===== src/sv/hbsf_pkg.sv =====
// ----------------------------------------------------------------------------
// hbsf_pkg
// Types, constants and the CRC-16/X-25 byte update for the HDLC framer.
// ----------------------------------------------------------------------------
package hbsf_pkg;

	// job queue between front and serializer
	localparam int QDEPTH = 4;
	localparam int QPTR_W = $clog2(QDEPTH);
	localparam int QCNT_W = $clog2(QDEPTH + 1);

	localparam logic [7:0]  FLAG_BYTE = 8'h7E;
	localparam logic [15:0] CRC_POLY  = 16'h8408;
	localparam logic [15:0] CRC_INIT  = 16'hFFFF;
	localparam logic [2:0]  RUN_LIMIT = 3'd5;

	// one accepted byte with everything the serializer needs
	typedef struct packed {
		logic [7:0]  data;
		logic        last;
		logic        open;
		logic [15:0] fcs;
	} job_t;

	// serializer segments
	typedef enum logic [5:0] {
		PH_IDLE   = 6'b000001,
		PH_OPEN   = 6'b000010,
		PH_DATA   = 6'b000100,
		PH_FCS_LO = 6'b001000,
		PH_FCS_HI = 6'b010000,
		PH_CLOSE  = 6'b100000
	} phase_t;

	// reflected CRC-16 update over one byte, LSB first
	function automatic logic [15:0] crc_feed(input logic [15:0] crc, input logic [7:0] b);
		logic [15:0] c;
		c = crc ^ {8'h00, b};
		for (int i = 0; i < 8; i++) begin
			c = c[0] ? ((c >> 1) ^ CRC_POLY) : (c >> 1);
		end
		return c;
	endfunction

endpackage


===== src/sv/hbsf_queue.sv =====
// ----------------------------------------------------------------------------
// hbsf_queue
// Small register FIFO holding classified jobs between front and serializer.
// ----------------------------------------------------------------------------
module hbsf_queue (
	input  logic          clk,
	input  logic          arst_n,
	input  logic          push,
	input  hbsf_pkg::job_t wdata,
	output logic          full,
	input  logic          pop,
	output hbsf_pkg::job_t rdata,
	output logic          empty
);
	import hbsf_pkg::*;

	job_t              mem_q [QDEPTH];
	logic [QPTR_W-1:0] wr_ptr_q;
	logic [QPTR_W-1:0] rd_ptr_q;
	logic [QCNT_W-1:0] cnt_q;
	logic              do_push;
	logic              do_pop;

	assign full    = (cnt_q == QCNT_W'(QDEPTH));
	assign empty   = (cnt_q == '0);
	assign do_push = push && !full;
	assign do_pop  = pop && !empty;
	assign rdata   = mem_q[rd_ptr_q];

	// storage, no reset on payload
	always_ff @(posedge clk) begin
		if (do_push) begin
			mem_q[wr_ptr_q] <= wdata;
		end
	end

	// pointers and fill count
	always_ff @(posedge clk or negedge arst_n) begin
		if (!arst_n) begin
			wr_ptr_q <= '0;
			rd_ptr_q <= '0;
			cnt_q    <= '0;
		end else begin
			if (do_push) begin
				wr_ptr_q <= wr_ptr_q + 1'b1;
			end
			if (do_pop) begin
				rd_ptr_q <= rd_ptr_q + 1'b1;
			end
			if (do_push && !do_pop) begin
				cnt_q <= cnt_q + 1'b1;
			end else if (do_pop && !do_push) begin
				cnt_q <= cnt_q - 1'b1;
			end
		end
	end

endmodule


===== src/sv/hbsf_front.sv =====
// ----------------------------------------------------------------------------
// hbsf_front
// Accepts frame bytes, tracks frame state and the running CRC, and builds
// one job per byte for the serializer.
// ----------------------------------------------------------------------------
module hbsf_front (
	input  logic           clk,
	input  logic           arst_n,
	input  logic           accept,
	input  logic [7:0]     data_byte,
	input  logic           frame_end,
	output hbsf_pkg::job_t job
);
	import hbsf_pkg::*;

	logic [15:0] crc_q;
	logic        in_frame_q;
	logic [15:0] crc_base;
	logic [15:0] crc_nx;

	// a new frame restarts the CRC
	assign crc_base = in_frame_q ? crc_q : CRC_INIT;
	assign crc_nx   = crc_feed(crc_base, data_byte);

	// classify the byte
	always_comb begin
		job.data = data_byte;
		job.last = frame_end;
		job.open = !in_frame_q;
		job.fcs  = ~crc_nx;
	end

	// frame and CRC state
	always_ff @(posedge clk or negedge arst_n) begin
		if (!arst_n) begin
			crc_q      <= CRC_INIT;
			in_frame_q <= 1'b0;
		end else if (accept) begin
			if (frame_end) begin
				crc_q      <= CRC_INIT;
				in_frame_q <= 1'b0;
			end else begin
				crc_q      <= crc_nx;
				in_frame_q <= 1'b1;
			end
		end
	end

endmodule


===== src/sv/hbsf_serializer.sv =====
// ----------------------------------------------------------------------------
// hbsf_serializer
// Walks each job through the segments it needs (flag, data, FCS, flag) at one
// bit per cycle unless pop stalls, inserts stuffed zeros, registers the bit.
// ----------------------------------------------------------------------------
module hbsf_serializer (
	input  logic           clk,
	input  logic           arst_n,
	input  hbsf_pkg::job_t q_data,
	input  logic           q_empty,
	output logic           q_pop,
	output logic           line_bit,
	output logic           run_end,
	output logic           empty,
	input  logic           pop
);
	import hbsf_pkg::*;

	phase_t     phase_q;
	phase_t     phase_nx;
	job_t       job_q;
	logic [2:0] bit_cnt_q;
	logic [2:0] ones_q;
	logic       stuff_q;
	logic       ovalid_q;
	logic       line_bit_q;
	logic       run_end_q;

	logic       slot_free;
	logic       emit;
	logic [7:0] seg_byte;
	logic       is_flag;
	logic       cur_bit;
	logic       out_bit;
	logic [2:0] ones_inc;
	logic       need_stuff;
	logic       seg_end;
	logic       item_done;
	logic       load;

	assign empty    = !ovalid_q;
	assign line_bit = line_bit_q;
	assign run_end  = run_end_q;

	// output slot frees when empty or taken this cycle
	assign slot_free = !ovalid_q || pop;
	assign emit      = slot_free && (phase_q != PH_IDLE);

	// byte of the current segment
	always_comb begin
		case (phase_q)
			PH_OPEN:   seg_byte = FLAG_BYTE;
			PH_CLOSE:  seg_byte = FLAG_BYTE;
			PH_DATA:   seg_byte = job_q.data;
			PH_FCS_LO: seg_byte = job_q.fcs[7:0];
			PH_FCS_HI: seg_byte = job_q.fcs[15:8];
			default:   seg_byte = 8'h00;
		endcase
	end

	assign is_flag    = (phase_q == PH_OPEN) || (phase_q == PH_CLOSE);
	assign cur_bit    = seg_byte[bit_cnt_q];
	assign ones_inc   = cur_bit ? (ones_q + 3'd1) : 3'd0;
	assign need_stuff = !is_flag && !stuff_q && (ones_inc >= RUN_LIMIT);

	// bit selection and segment end; a stuffed zero after bit 7 ends the segment
	always_comb begin
		if (is_flag) begin
			out_bit = cur_bit;
			seg_end = (bit_cnt_q == 3'd7);
		end else if (stuff_q) begin
			out_bit = 1'b0;
			seg_end = (bit_cnt_q == 3'd0);
		end else begin
			out_bit = cur_bit;
			seg_end = (bit_cnt_q == 3'd7) && !need_stuff;
		end
	end

	assign item_done = seg_end &&
		((phase_q == PH_CLOSE) || ((phase_q == PH_DATA) && !job_q.last));

	// segment sequencing
	always_comb begin
		case (phase_q)
			PH_OPEN:   phase_nx = PH_DATA;
			PH_DATA:   phase_nx = job_q.last ? PH_FCS_LO : PH_IDLE;
			PH_FCS_LO: phase_nx = PH_FCS_HI;
			PH_FCS_HI: phase_nx = PH_CLOSE;
			PH_CLOSE:  phase_nx = PH_IDLE;
			default:   phase_nx = PH_IDLE;
		endcase
	end

	// take the next job while idle or in the cycle that emits the current job's last bit
	assign load  = !q_empty && ((phase_q == PH_IDLE) || (emit && item_done));
	assign q_pop = load;

	// job payload
	always_ff @(posedge clk) begin
		if (load) begin
			job_q <= q_data;
		end
	end

	// output beat register
	always_ff @(posedge clk) begin
		if (emit) begin
			line_bit_q <= out_bit;
			run_end_q  <= item_done;
		end
	end

	// sequencer control
	always_ff @(posedge clk or negedge arst_n) begin
		if (!arst_n) begin
			phase_q   <= PH_IDLE;
			bit_cnt_q <= '0;
			ones_q    <= '0;
			stuff_q   <= 1'b0;
			ovalid_q  <= 1'b0;
		end else begin
			if (emit) begin
				ovalid_q <= 1'b1;
			end else if (pop) begin
				ovalid_q <= 1'b0;
			end

			if (emit) begin
				if (is_flag || !stuff_q) begin
					bit_cnt_q <= bit_cnt_q + 3'd1;
				end
				if (is_flag) begin
					ones_q <= (phase_q == PH_CLOSE && seg_end) ? 3'd0 : ones_q;
				end else if (stuff_q) begin
					ones_q <= 3'd0;
				end else begin
					ones_q <= need_stuff ? 3'd0 : ones_inc;
				end
				stuff_q <= need_stuff;
				if (seg_end) begin
					phase_q <= phase_nx;
				end
			end

			if (load) begin
				phase_q   <= q_data.open ? PH_OPEN : PH_DATA;
				bit_cnt_q <= '0;
			end
		end
	end

endmodule


===== src/sv/hdlc_bit_stuffing_framer_unit.sv =====
// ----------------------------------------------------------------------------
// hdlc_bit_stuffing_framer_unit
// HDLC framer: flags, LSB-first bytes with zero stuffing, CRC-16/X-25 FCS.
// ----------------------------------------------------------------------------
//  channel | handshake        | beat
//  --------+------------------+------------------------------
//  input   | push / full      | data_byte[7:0], frame_end
//  output  | pop / empty      | line_bit, run_end
//
//  One line bit leaves per cycle when pop is held high; a byte is 8 bits
//  plus up to two stuffed zeros; a flag opens each frame, FCS and flag end it.
//  The serializer's one-bit-per-cycle output register sets the rate.
//  Bytes are taken every cycle until the 4-entry job queue fills.
//  Reset (arst_n low) empties the queue and output and closes any frame.
//  A stall on pop holds the output beat; the front keeps accepting meanwhile.
// ----------------------------------------------------------------------------
module hdlc_bit_stuffing_framer_unit (
	input  logic       clk,
	input  logic       arst_n,
	input  logic       push,
	output logic       full,
	input  logic [7:0] data_byte,
	input  logic       frame_end,
	output logic       line_bit,
	output logic       run_end,
	output logic       empty,
	input  logic       pop
);
	import hbsf_pkg::*;

	job_t front_job;
	job_t q_job;
	logic q_full;
	logic q_empty;
	logic q_pop;
	logic accept;

	assign full   = q_full;
	assign accept = push && !q_full;

	// byte classification and CRC
	hbsf_front u_front (
		.clk       (clk),
		.arst_n    (arst_n),
		.accept    (accept),
		.data_byte (data_byte),
		.frame_end (frame_end),
		.job       (front_job)
	);

	// decoupling queue
	hbsf_queue u_queue (
		.clk    (clk),
		.arst_n (arst_n),
		.push   (accept),
		.wdata  (front_job),
		.full   (q_full),
		.pop    (q_pop),
		.rdata  (q_job),
		.empty  (q_empty)
	);

	// bit serializer
	hbsf_serializer u_ser (
		.clk      (clk),
		.arst_n   (arst_n),
		.q_data   (q_job),
		.q_empty  (q_empty),
		.q_pop    (q_pop),
		.line_bit (line_bit),
		.run_end  (run_end),
		.empty    (empty),
		.pop      (pop)
	);

endmodule


===== config.mk =====
export PLATFORM = sky130hd
export DESIGN_NAME = hdlc_bit_stuffing_framer_unit
export DESIGN_NICKNAME = d
export VERILOG_FILES = /design/src/sv/hbsf_pkg.sv /design/src/sv/hbsf_queue.sv /design/src/sv/hbsf_front.sv /design/src/sv/hbsf_serializer.sv /design/src/sv/hdlc_bit_stuffing_framer_unit.sv
export SDC_FILE = /design/constraint.sdc
export NUM_CORES = 1
export LEC_CHECK = 0
export ABC_AREA = 1
export BUFFER_PORTS_ARGS = -buffer_cell sky130_fd_sc_hd__buf_2
export CAP_MARGIN = 25
export CORE_UTILIZATION = 60
export DETAILED_ROUTE_END_ITERATION = 8
export GPL_ROUTABILITY_DRIVEN = 0
export PLACE_DENSITY = 0.77
export SLEW_MARGIN = 20
export SYNTH_ARGS = -nofsm -noshare
export SYNTH_HDL_FRONTEND = slang
export SYNTH_SLANG_ARGS = --single-unit

===== constraint.sdc =====
create_clock -name clk -period 4.85 [get_ports clk]
set_input_delay 0.485 -clock clk [delete_from_list [all_inputs] [get_ports clk]]
set_output_delay 0.485 -clock clk [all_outputs]
set_load 0.01 [all_outputs]

==> results of run 1 <==
==> through the flow <==
| stage | total power, mW | hold WS (ns) |
|---|---|---|
| CTS | 5.26 | 0.213 |
| global placement | 3.88 | 0.484 |
| finish | 5.25 | 0.195 |
| detailed placement | 3.95 | 0.490 |
| floorplan | 3.49 | 0.189 |
| global route | 5.55 | 0.262 |
==> area by class of cell <==
| type | count | share of cell area, % |
|---|---|---|
| inverter | 71 | 3.32 |
| clock buffer | 20 | 5.51 |
| tap | 143 | 2.21 |
| multi-input combinational | 365 | 25.2 |
| clock inverter | 11 | 1.50 |
| sequential | 169 | 60.5 |
| timing repair buffer | 24 | 1.73 |
==> critical path: stages (launching register included) <==
cell	delay, ns
dfrtp_1	0.45
nor2_4	0.38
nand4_1	0.22
nand2_2	0.15
nor2_1	0.09
o21ai_1	0.22
o21a_1	0.21
nand3_2	0.10
nand2_4	0.11
nand2_8	0.08
ha_1	0.23
fa_1	0.38
a21oi_1	0.12
o21ai_0	0.11
xor2_1	0.16
==> routing by layer <==
layer | global-route usage, % | wire length [um]
met5 | 0 | 0
met4 | 11.7 | 391
met3 | 6.48 | 907
met2 | 42.6 | 7150
met1 | 30.1 | 5810
==> kinds of logic after synthesis <==
| family | share of synthesized area [%] |
|---|---|
| and+or+nand+nor | 13.7 |
| DFF | 67.2 |
| AOI/OAI and AO/OA | 9.27 |
| buffers and inverters | 4.97 |
| xor gates and xnor gates | 3.12 |
| adders and majority gates | 1.82 |
==> final timing paths <==
check,start,endpoint,slack (ns)
worst max-delay path,u_ser.phase_q[1]$_DFFE_PN0P_,u_queue.cnt_q[2]$_DFFE_PN0P_,1.71
worst min-delay path,arst_n,u_queue.rd_ptr_q[1]$_DFFE_PN0N_,0.20
worst max register to register,u_ser.phase_q[1]$_DFFE_PN0P_,u_queue.cnt_q[2]$_DFFE_PN0P_,1.71
worst min register to register,u_front.crc_q[3]$_DFFE_PN1P_,u_front.crc_q[3]$_DFFE_PN1P_,0.50
max in group asynchronous,arst_n,u_queue.wr_ptr_q[1]$_DFFE_PN0P_,4.09
min in group clk,pop,u_ser.ovalid_q$_DFFE_PN0P_,0.27
==> cells in the final DEF (no fill, tap or decap), types with 6 or more instances in the layout <==
master | synthesis | final
buf_2 | 3 | 16
buf_4 | 1 | 8
clkbuf_16 | 0 | 17
dfrtp_1 | 21 | 21
dfstp_2 | 17 | 17
edfxtp_1 | 131 | 131
ha_1 | 9 | 9
inv_1 | 64 | 64
nand2_1 | 65 | 65
nand3_1 | 10 | 10
nand3_2 | 7 | 7
nand4_1 | 16 | 16
nor2_1 | 88 | 84
nor2_2 | 6 | 10
o21ai_0 | 70 | 70
o21ai_1 | 6 | 6
o22ai_1 | 29 | 29
xnor2_1 | 13 | 13
xor2_1 | 13 | 13
==> power by group <==
part	switching (mW)	internal, mW	total, mW	leakage, nW
Clock	0.530	0.769	1.30	0.270
Sequential	0.153	2.17	2.32	1.64
Combinational	1.15	0.475	1.63	1.18
==> sequential cells by signal (all words and copies together) (netlist names) <==
register and count:
u_front.crc_q 16, u_front.in_frame_q 1, u_queue.cnt_q 3, u_queue.mem_q 104, u_queue.rd_ptr_q 2, u_queue.wr_ptr_q 2, u_ser.bit_cnt_q 3, u_ser.job_q 25
u_ser.line_bit 1, u_ser.ones_q 3, u_ser.ovalid_q 1, u_ser.phase_q 6, u_ser.run_end 1, u_ser.stuff_q 1
==> results.yml, run 1 <==
yosys:
  syn_inst: 626
  syn_nets: 649
  synth.most_common_cell: "edfxtp_1"
  yosysUniqueCellTypes: 41
  yosysTopAreaCell: "edfxtp_1"
  synth_flop_cell: "edfxtp_1"
  synth_area_per_cell_sq_um: 11.7
  synthTopCellsByCount: "edfxtp_1, nor2_1, o21ai_0, nand2_1, inv_1"
  ys_seq_area_share_pct: 67.2
  synth_top_area_share_pct: 53.9
  syn_area_sq_um: 7300
  async_flop_share_pct: 22.5
  netlist_top_cells_area: "edfxtp_1, dfrtp_1, dfstp_2"
  synth_warnings: 0
  synth_edf_count: 131
  ys_seq_elements: 169
placed_design:
  place_inst: 772
  place_area_sq_um: 7540
  port_buffers: 16
  place_ws_ns: 1.75
  dp_hpwl_mm: 9.00
status:
  status: "finished, violations left"
  violations: "DRC"
critical_path:
  path_class: "flop to flop"
  worstPathRequired_ns: 5.14
  end_kind: "flop"
  start_kind: "flop"
  reg2regPathDepth: 14
  path_max_fanout: 18
  critPathArrivalTime_ns: 3.43
global_routing:
  grt_pass1_wl_mm: 23.4
  grtUsageTotal_pct: 25.0
  grt_start_max_net_pins: 56
  grt_pass1_vias: 4802
  grt_overflow: 0
  antenna_found_initial: 0
die:
  die-area_sq_um: 12600
  dieHeight_um: 112
  row_count: 39
  start_util_pct: 62.6
  die_x_um: 112
  design.core.area_sq_um: 11700
  ios: 17
sta:
  rsz0062_at_grt: "no"
  relSlewSlack_pct: 35.8
  fin_skew_ns: 0.00772
  layout_worst_path_cycle_share_pct: 64.8
  layout_setup_ws_ns: 1.71
  fmax_mhz: 318
  setup-violations-final: 0
  hold_violations: 0
  slew_violations: 0
  fin_crit_ns: 3.14
  tightest_slew_ns: 0.960
  tns_ns: 0
detailed_routing:
  drt_first_pass_iters: 8
  via_per_inst: 5.88
  drc: 1
  vias: 4718
  ant_nets: 0
  wl_per_cell_um: 17.8
  drt-total-wl_mm: 14.3
  initialDrtViolationCount: 394
cts:
  cts.sinks: 169
  cts_tree: "done"
  cts_htree_levels: 4
  cts_buffers: 17
  cts.repair.resized: 0
  cts_max_path_buffers: 2
  clkTransAtPathRegs_ns: 0.06
  clk_latency_ns: 0.42
  root_buffer: "clkbuf_16"
  post_cts_buffers: 0
  holdBufCountCts: 0
final_layout:
  postLayoutCellArea_sq_um: 8110
  final_util_pct: 69.5
  multi_input_area_sq_um: 2040
  layout-drive-gt1-share_pct: 15.8
  register_area_sq_um: 4910
  fillers: 798
  final_nets: 671
  syn2layout_area_growth_pct: 11.0
  num_antenna_cells: 0
  layout.cells.non_filler: 803
power:
  peakVddDrop_mv: 0.449
  p_leak_nw: 3.10
  p_per_area_nw_per_um2: 647
job:
  maxCapViolations: 0
min_path:
  hp-class: "input pin to async pin"
No activity file was read; power rests on OpenSTA's default activity.
==> run 2: changes to the inputs <==
ABC_AREA = 0   (was 1)
CORE_UTILIZATION = 56   (was 60)
PLACE_DENSITY = 0.75   (was 0.77)
clock period = 2.55 ns   (was 4.85 ns; I/O delays follow)
==> run 2 against run 1 <==
Compared with the run above: the run ends with setup timing left; first-iteration DRC count is 30% lower; worst hold slack worse by 0.15 ns; count of clock-buffer cells in the layout is 1 higher; area after synthesis is 2.4% lower; setup slack worse by 2.0 ns; critical path type unchanged.
==> results.yml, run 2 <==
yosys:
  yosysUniqueCellTypes: 57
  synthTopCellsByCount: "edfxtp_1, nor2_1, xnor2_1, mux4_2"
  syn_area_sq_um: 7130
  synth_flop_cell: "edfxtp_1"
  netlist_top_cells_area: "edfxtp_1, mux4_2, dfrtp_1"
  yosysTopAreaCell: "edfxtp_1"
  synth_top_area_share_pct: 55.2
  synth.most_common_cell: "edfxtp_1"
  syn_inst: 442
  ys_seq_area_share_pct: 68.8
  async_flop_share_pct: 22.5
  synth_area_per_cell_sq_um: 16.1
  synth_edf_count: 131
  ys_seq_elements: 169
  synth_warnings: 0
  syn_nets: 465
sta:
  fin_crit_ns: 2.88
  layout_setup_ws_ns: -0.332
  slew_violations: 0
  whs_ns: 0.0435
  tns_ns: -2.89
  fin_skew_ns: 0.0137
  tightest_slew_ns: 0.682
  relSlewSlack_pct: 54.2
  setup-violations-final: 38
  fmax_mhz: 347
  rsz0062_at_grt: "yes"
  layout_worst_path_cycle_share_pct: 113
  hold_violations: 0
placed_design:
  port_buffers: 16
  dp_hpwl_mm: 8.86
  place_inst: 657
critical_path:
  path_max_fanout: 8
  start_kind: "flop"
  end_kind: "flop"
  path_class: "flop to flop"
  reg2regPathDepth: 15
  r2r_slack_ns: -0.33
  setup.worst_path.end: "u_queue.cnt_q[2]$_DFFE_PN0P_"
  worstPathRequired_ns: 2.88
  rr_endpoint: "u_queue.cnt_q[2]$_DFFE_PN0P_"
  r2r_start: "u_ser.phase_q[5]$_DFFE_PN0P_"
  critPathArrivalTime_ns: 3.22
  crit_start: "u_ser.phase_q[5]$_DFFE_PN0P_"
global_routing:
  antenna_found_initial: 0
  grt_pass1_vias: 4091
  grt_start_max_net_pins: 32
  grtUsageTotal_pct: 23.3
  grt_pass1_wl_mm: 22.0
  grt_overflow: 0
min_path:
  hp-class: "input pin to flop"
  hp-start: "pop"
power:
  peakVddDrop_mv: 0.836
  switching_share_pct: 30.3
  comb_power_share_pct: 32.9
  pwr-share-seq_pct: 41.2
  p_clk_share_pct: 25.9
  p_int_mw: 7.69
  switching_power_mw: 3.34
  p_per_area_nw_per_um2: 1270
  p_leak_nw: 3.08
die:
  start_util_pct: 58.4
  ios: 17
  die-area_sq_um: 13200
  row_count: 40
  die_x_um: 115
  dieHeight_um: 115
  design.core.area_sq_um: 12200
final_layout:
  layout_commonest_cell: "edfxtp_1"
  final_cell_mix: "edfxtp_1, buf_4, nor2_1"
  layout-drive-gt1-share_pct: 35.3
  num_antenna_cells: 0
  reg_top3: "u_queue.mem_q x104, u_ser.job_q x25, u_front.crc_q x16"
  layout.cells.non_filler: 698
  largest_reg_flops: 104
  final_nets: 540
  syn2layout_area_growth_pct: 21.8
  top_register: "u_queue.mem_q"
cts:
  root_buffer: "clkbuf_16"
  cts_tree: "done"
  cts_max_path_buffers: 2
  cts.sinks: 169
  cts_htree_levels: 4
  cts_buffers: 17
  clk_latency_ns: 0.42
  clkTransAtPathRegs_ns: 0.06
detailed_routing:
  drt-total-wl_mm: 14.2
  wl_per_cell_um: 20.3
  drc: 0
  via_per_inst: 5.79
  initialDrtViolationCount: 276
  drt_first_pass_iters: 4
  vias: 4038
  ant_nets: 0
job:
  maxCapViolations: 0
status:
  status: "finished, violations left"
  violations: "setup timing"
[run 2: timing repair]
item	4_1_cts	5_1_grt
buffers inserted	1	7
resized for setup	11	21
setup endpoints to repair	41	43
hold endpoints to repair	18	0
hold buffers	1	0
pin swaps	6	7
[run 2: worst min path at each step]
stage | endpoint | cells past startpoint
after global placement | u_queue.rd_ptr_q[1]$_DFFE_PN0N_ | 1
final | u_ser.ovalid_q$_DFFE_PN0P_ | 2
after detailed placement | u_queue.rd_ptr_q[1]$_DFFE_PN0N_ | 1
after global routing | u_ser.ovalid_q$_DFFE_PN0P_ | 2
after floorplan | u_front.in_frame_q$_DFFE_PN0P_ | 0
after CTS | u_ser.ovalid_q$_DFFE_PN0P_ | 2
[run 2: cell families after synthesis]
logic type | count (synthesis) | synth area share [%]
flip-flops | 169 | 68.8
multiplexers | 31 | 8.99
buffers and inverters | 28 | 1.67
XOR/XNOR | 41 | 5.04
AO/OA/AOI/OAI | 63 | 5.95
adder cells (fa/ha/maj) | 10 | 1.86
AND/OR/NAND/NOR | 100 | 7.65
[run 2: metrics by stage]
step,utilization (%),power [mW],worst slack (ns),instance area (sq um)
after floorplan,-,6.66,-1.03,7150
after global placement,63.8,7.77,-0.343,7790
after detailed placement,63.8,7.93,-0.441,7790
after CTS,69.8,10.9,-0.319,8520
after global routing,71.1,11.6,-0.452,8680
final,71.1,11.0,-0.332,8680
[run 2: layout make-up]
class / instances / area [sq um]
well taps: 168 / 210
fillers: 760 / 3530
flip-flops and latches: 169 / 4910
multi-input cells: 245 / 2260
clock inverters: 11 / 219
clock buffers: 21 / 450
repair buffers: 73 / 584
inverters: 11 / 41.3
[run 2: metal layers]
layer | global-route usage [%] | wire length (um)
met1 | 30.3 | 5900
met2 | 39.6 | 7420
met3 | 5.17 | 610
met4 | 7.62 | 232
met5 | 0 | 0
[run 2: worst max-delay path, cell delays in order (launching register included)]
cell and delay, ns:
dfrtp_1 0.40, buf_4 0.18, xnor2_1 0.15, buf_4 0.15, nor2_4 0.04, buf_6 0.12, a211oi_1 0.23, a211oi_2 0.13
o21ba_2 0.24, nor3_4 0.20, inv_2 0.07, ha_4 0.17, fa_2 0.33, xnor2_1 0.12, nor2_1 0.11, xor2_1 0.15
[run 2: power groups by stage]
stage               clock network (mW)  registers (mW)  logic (mW)
floorplan                            0            4.39        2.27
global placement                     0            4.52        3.24
detailed placement                   0            4.57        3.36
CTS                               2.89            4.54        3.44
global route                      3.01            4.62        3.93
finish                            2.86            4.55        3.63
